<file path="config.mk">
export PLATFORM = sky130hd
export DESIGN_NAME = dsl_ram
export DESIGN_NICKNAME = d
export VERILOG_FILES = /design/src/rtl/core/dsl_pkg.sv /design/src/rtl/core/dsl_ram.sv
export SDC_FILE = /design/constraint.sdc
export NUM_CORES = 2
export LEC_CHECK = 0
export BUFFER_PORTS_ARGS = -buffer_cell sky130_fd_sc_hd__buf_4
export CORE_MARGIN = 4
export CORE_UTILIZATION = 60
export CTS_BUF_LIST = sky130_fd_sc_hd__clkbuf_8
export CTS_CLUSTER_SIZE = 30
export DETAILED_ROUTE_END_ITERATION = 8
export PLACE_DENSITY = 0.76
export SLEW_MARGIN = 20
export SYNTH_ARGS = -nofsm -noshare
export SYNTH_HDL_FRONTEND = slang
export SYNTH_SLANG_ARGS = --single-unit
</file>
<file path="constraint.sdc">
create_clock -name clk -period 4.6 [get_ports clk]
set_clock_uncertainty 0.1 [all_clocks]
set_input_delay 0.92 -clock clk [delete_from_list [all_inputs] [get_ports clk]]
set_output_delay 0.92 -clock clk [all_outputs]
set_load 0.02 [all_outputs]
</file>
<file path="src/rtl/core/dsl_pkg.sv">
package dsl_pkg;

  // default sizes
  localparam int IN_MAX_DEF    = 64;
  localparam int OUT_MAX_DEF   = 32;
  localparam int SIG_DEPTH_DEF = 1024;
  localparam int FRAC_BITS_DEF = 16;

  // register reset values
  localparam logic [16:0] LEARN_RATE_RST = 17'd6554;
  localparam logic [6:0]  IN_COUNT_RST   = 7'd64;
  localparam logic [5:0]  OUT_COUNT_RST  = 6'd32;

  // register indexes
  localparam logic [1:0] REG_LEARN_RATE = 2'd0;
  localparam logic [1:0] REG_IN_COUNT   = 2'd1;
  localparam logic [1:0] REG_OUT_COUNT  = 2'd2;

  // command codes
  localparam logic [2:0] CMD_WRITE  = 3'd0;
  localparam logic [2:0] CMD_INPUT  = 3'd1;
  localparam logic [2:0] CMD_TARGET = 3'd2;
  localparam logic [2:0] CMD_HIDDEN = 3'd3;
  localparam logic [2:0] CMD_UPDATE = 3'd4;
  localparam logic [2:0] CMD_READ   = 3'd5;

  // result kinds
  localparam logic [1:0] KIND_ACT    = 2'd0;
  localparam logic [1:0] KIND_ERR    = 2'd1;
  localparam logic [1:0] KIND_WEIGHT = 2'd2;
  localparam logic [1:0] KIND_DONE   = 2'd3;

  // e^-1 in Q32
  localparam logic [63:0] E_INV_Q32 = 64'd1580030169;

  typedef enum logic [4:0] {
    S_IDLE, S_WW, S_IB,
    S_FRD, S_FMUL, S_FACC, S_FSAT, S_FIDX, S_FTAB, S_FOUT,
    S_ERD, S_EDER, S_ESAT, S_EMUL, S_EOUT,
    S_HMUL, S_HACC,
    S_URD, S_ULE, S_ULE2, S_UWRD, S_UMUL, S_UWR, S_UDONE,
    S_RRD, S_ROUT
  } state_t;

  // saturate a wide signed value to 32 bits
  function automatic logic signed [31:0] sat32(input logic signed [67:0] v);
    if (v > $signed(68'h0_0000_0000_7FFF_FFFF)) return 32'sh7FFF_FFFF;
    if (v < $signed(68'hF_FFFF_FFFF_8000_0000)) return 32'sh8000_0000;
    return v[31:0];
  endfunction

  // shift-subtract divide, used only while building the sigmoid table
  function automatic logic [63:0] udiv64(input logic [63:0] n, input logic [63:0] d);
    logic [64:0] rem;
    logic [63:0] q;
    rem = '0;
    q   = '0;
    for (int b = 63; b >= 0; b--) begin
      rem = {rem[63:0], n[b]};
      if (rem >= {1'b0, d}) begin
        rem  = rem - {1'b0, d};
        q[b] = 1'b1;
      end
    end
    return q;
  endfunction

  // sigmoid at the slot midpoint, integer series for e^-|x|
  function automatic logic [31:0] sig_entry(input int unsigned i, input int unsigned depth,
                                            input int unsigned frac);
    logic [63:0] off, eight, mag, n, f, term, e, den, s, one;
    longint sm;
    logic neg;
    off   = udiv64((64'(2 * i + 1) * 64'd8) << 32, 64'(depth));
    eight = 64'd8 << 32;
    neg   = off < eight;
    mag   = neg ? eight - off : off - eight;
    n     = mag >> 32;
    f     = mag & 64'hFFFF_FFFF;
    term  = 64'd1 << 32;
    sm    = longint'(term);
    for (int k = 1; k <= 14; k++) begin
      term = udiv64((term * f) >> 32, 64'(k));
      if (k % 2 == 1) sm = sm - longint'(term);
      else sm = sm + longint'(term);
    end
    e = (sm < 0) ? 64'd0 : 64'(sm);
    for (int k = 0; k < n; k++) e = (e * E_INV_Q32) >> 32;
    den = (64'd1 << 32) + e;
    one = 64'd1 << frac;
    s   = udiv64((64'd1 << (32 + frac)) + (den >> 1), den);
    return neg ? 32'(one - s) : 32'(s);
  endfunction

endpackage

</file>
<file path="src/rtl/core/dsl_ram.sv">
module dsl_ram
  import dsl_pkg::*;
#(
  parameter int WIDTH = 32,
  parameter int DEPTH = 64,
  localparam int AW = (DEPTH > 1) ? $clog2(DEPTH) : 1
) (
  input  logic             clk,
  input  logic             we,
  input  logic [AW-1:0]    waddr,
  input  logic [WIDTH-1:0] wdata,
  input  logic [AW-1:0]    raddr,
  output logic [WIDTH-1:0] rdata
);

  logic [WIDTH-1:0] mem_r [DEPTH];
  logic [WIDTH-1:0] rdata_r;

  // one write port, registered read
  always_ff @(posedge clk) begin
    if (we) mem_r[waddr] <= wdata;
    rdata_r <= mem_r[raddr];
  end

  assign rdata = rdata_r;

endmodule

</file>
==> flow_metrics.py <==
metrics = {
    "clock_network": {
        "post_cts_buffers": 0,
        "clk-insertion-delay-late_ps": 1000,
        "htreeDepth": 5,
        "cts_root_buf": "clkbuf_8",
        "numCtsBuffers": 327,
        "cts-resized-gates": 0,
        "cts_tree": "done",
        "clkTransAtPathRegs_ps": 60,
        "cts_hold_buf": 0,
        "clock_path_buffers": 4,
        "cts.sinks": 2080,
    },
    "sta": {
        "fin_crit_ps": 3170,
        "relSlewSlack_pct": 26.4,
        "finalMaxSlewViolations": 0,
        "tightest_slew_ps": 1100,
        "tns_ps": 0,
        "finalSetupViolCount": 0,
        "period_share_pct": 69.0,
        "hold_violations": 0,
        "fmax_mhz": 315,
        "rsz0062_at_grt": "no",
    },
    "routing": {
        "drtIter0Drc": 6169,
        "wl_um": 201000,
        "highest_layer": "met5",
        "wire_per_inst_um": 35.3,
        "drcViolationCount": 0,
        "vias": 38900,
        "detail-route-antenna-nets": 0,
        "met1_length_um": 68200,
        "wl_met3_um": 26100,
        "viasPerCell": 6.83,
        "dr_wl_met2_um": 95700,
        "firstDrtPassIters": 6,
    },
    "yosys": {
        "synth-seq-cells": 2080,
        "synth_top_area_share_pct": 78.3,
        "synth_common_cells": "edfxtp_1 (2048), mux4_2 (544), nor2_1 (137), mux2i_1 (93), o22ai_1 (84)",
        "synthArstFlopShare_pct": 0,
        "avgSynthCellArea_um2": 23.6,
        "syn-instance-count": 3324,
        "yosysTopAreaCell": "edfxtp_1",
        "ys_seq_area_share_pct": 79.1,
        "yosysWarnings": 0,
        "ys_top_cells_by_area": "edfxtp_1 (78%), mux4_2 (16%), mux2i_1 (1.2%), dfxtp_1 (0.82%), o22ai_1 (0.67%)",
        "synthFlopType": "edfxtp_1",
        "synth.net_count": 3370,
        "syn_area_um2": 78500,
        "synthDistinctLibCells": 34,
        "synth_most_common_cell": "edfxtp_1",
        "synth-edff-count": 2048,
    },
    "setup_path": {
        "cp.required_ps": 5350,
        "critPathArrivalTime_ps": 3930,
        "cpPeakStageDelay_ps": 520,
        "cp-start-kind": "primary input",
        "cp_cell_sequence": "buf_8, buf_12, buf_4, buf_12, mux4_2, mux2i_1, a21oi_1, buf_4, a21oi_1, nor2_1",
        "slowest_stage": "mux4_2",
        "worstSetupEndpointType": "register",
        "crit_fanout": 27,
        "critPathKind": "in2reg",
    },
    "global_route": {
        "grt_pass1_vias": 39400,
        "globalRouteOverflowTotal": 0,
        "grt_pass1_wl_um": 286000,
        "antenna_found_initial": 19,
        "grt_start_max_net_pins": 78,
        "track_usage_pct": 30.0,
    },
    "floorplanning": {
        "pin_count": 78,
        "die_h_um": 370,
        "die-area_um2": 137000,
        "chipWidth_um": 370,
        "core_area_um2": 130000,
        "start_util_pct": 60.5,
        "row_count": 132,
    },
    "power_and_ir_drop": {
        "power_uw": 37400,
        "ir_drop_mv": 0.390,
        "p_leak_uw": 0.0282,
        "p_per_area_nw_per_um2": 423,
    },
    "place": {
        "gp_congestion": 0.833,
        "io_buffers": 77,
        "dp_hpwl_um": 115000,
    },
    "layout": {
        "syn_to_final_growth_pct": 12.8,
        "n_fill_cell": 7543,
        "drive_above_1_share_pct": 31.9,
        "fin_nets": 3770,
    },
    "min_path": {
        "hold_path_class": "in2reg",
    },
    "flow_run": {
        "max_cap_viol_count": 0,
    },
    "outcome": {
        "run_status": "finished, final reports clean",
    },
}
## report_power, final
group	internal, uW	total (uW)	leakage (uW)	switching, uW
clock	7500	14300	0.00343	6810
combinational	759	2040	0.00609	1280
sequential	21000	21100	0.0187	106
## metrics by stage
| step | hold WS (ps) | std cells | util (%) | cell area [um2] | worst slack (ps) |
|---|---|---|---|---|---|
| 6_report | 388 | 5695 | 68.2 | 88600 | 1430 |
| 2_1_floorplan | 563 | 3324 | - | 78500 | 420 |
| 3_3_place_gp | 686 | 5137 | 63.7 | 82700 | 522 |
| 4_1_cts | 316 | 5691 | 68.2 | 88600 | 1570 |
| 5_1_grt | 386 | 5692 | 68.2 | 88600 | 1370 |
| 3_5_place_dp | 693 | 5137 | 63.7 | 82700 | 535 |
## critical path, delay by kind of cell
kind | cells | cell delay, ps
mux | 2 | 850
simple gates | 1 | 80
buf+inv | 5 | 1220
compound gates | 2 | 740
## path summary, 6_finish.rpt
kind	slack, ps	to	cells past startpoint	start
max reg2reg	2200	rdata[11]	6	mem_r[47][11]
max	1430	rdata[11]	10	raddr[0]
min	390	mem_r[62][19]	1	wdata[19]
min reg2reg	700	rdata[17]	4	mem_r[13][17]
## state kept, by name (all words and copies together) (netlist names)
register and cells:
rdata 32, mem_r 2048
## cell families (layout without fill, tap and decap cells)
| group | after synthesis | count (layout) | synth area share (%) |
|---|---|---|---|
| DFF | 2080 | 2080 | 79.1 |
| muxes | 637 | 637 | 16.8 |
| and+or+nand+nor | 223 | 223 | 1.27 |
| AOI/OAI and AO/OA | 202 | 202 | 1.67 |
| buffers and inverters | 182 | 807 | 1.13 |
| other | 0 | 4 | 0 |
## routing by layer
| metal | GRT usage [%] | up-vias |
|---|---|---|
| li1 | - | 15100 |
| met1 | 41.5 | 20200 |
| met2 | 46.2 | 3085 |
| met3 | 7.01 | 571 |
| met4 | 14.4 | 12 |
| met5 | 0 | - |
## cells in the final DEF, fill, tap and decap left out, types with 3 or more instances in the layout
cell and n:
a41o_1 4, diode_2 4, clkinv_2 31, nand3b_1 5, o22ai_1 84, or3b_2 3
nand3_1 5, and3_1 4, inv_1 106, mux4_2 544, a22oi_1 12, dfxtp_1 32
nor2_4 62, nor2b_1 15, buf_12 37, clkinv_1 54, bufinv_16 9, nor3_1 5
mux2i_1 93, o221ai_1 27, o32ai_1 4, edfxtp_1 2048, or3_1 3, nand2_1 26
buf_4 213, a311oi_1 8, a21oi_1 62, nor2_1 75, nand2b_1 7, buf_8 3
clkbuf_8 352
## layout make-up
cell class              instances  area [um2]  share of cell area [%]
diodes                          4        10.0                  0.0113
clock inverters               202        1040                    1.18
flip-flops and latches       2080       62100                    70.2
well taps                    1742        2180                    2.46
multi-input cells            1062       16000                    18.0
repair buffers                253        2380                    2.69
clock buffers                 352        4840                    5.47
(Power assumes the default switching activity.)
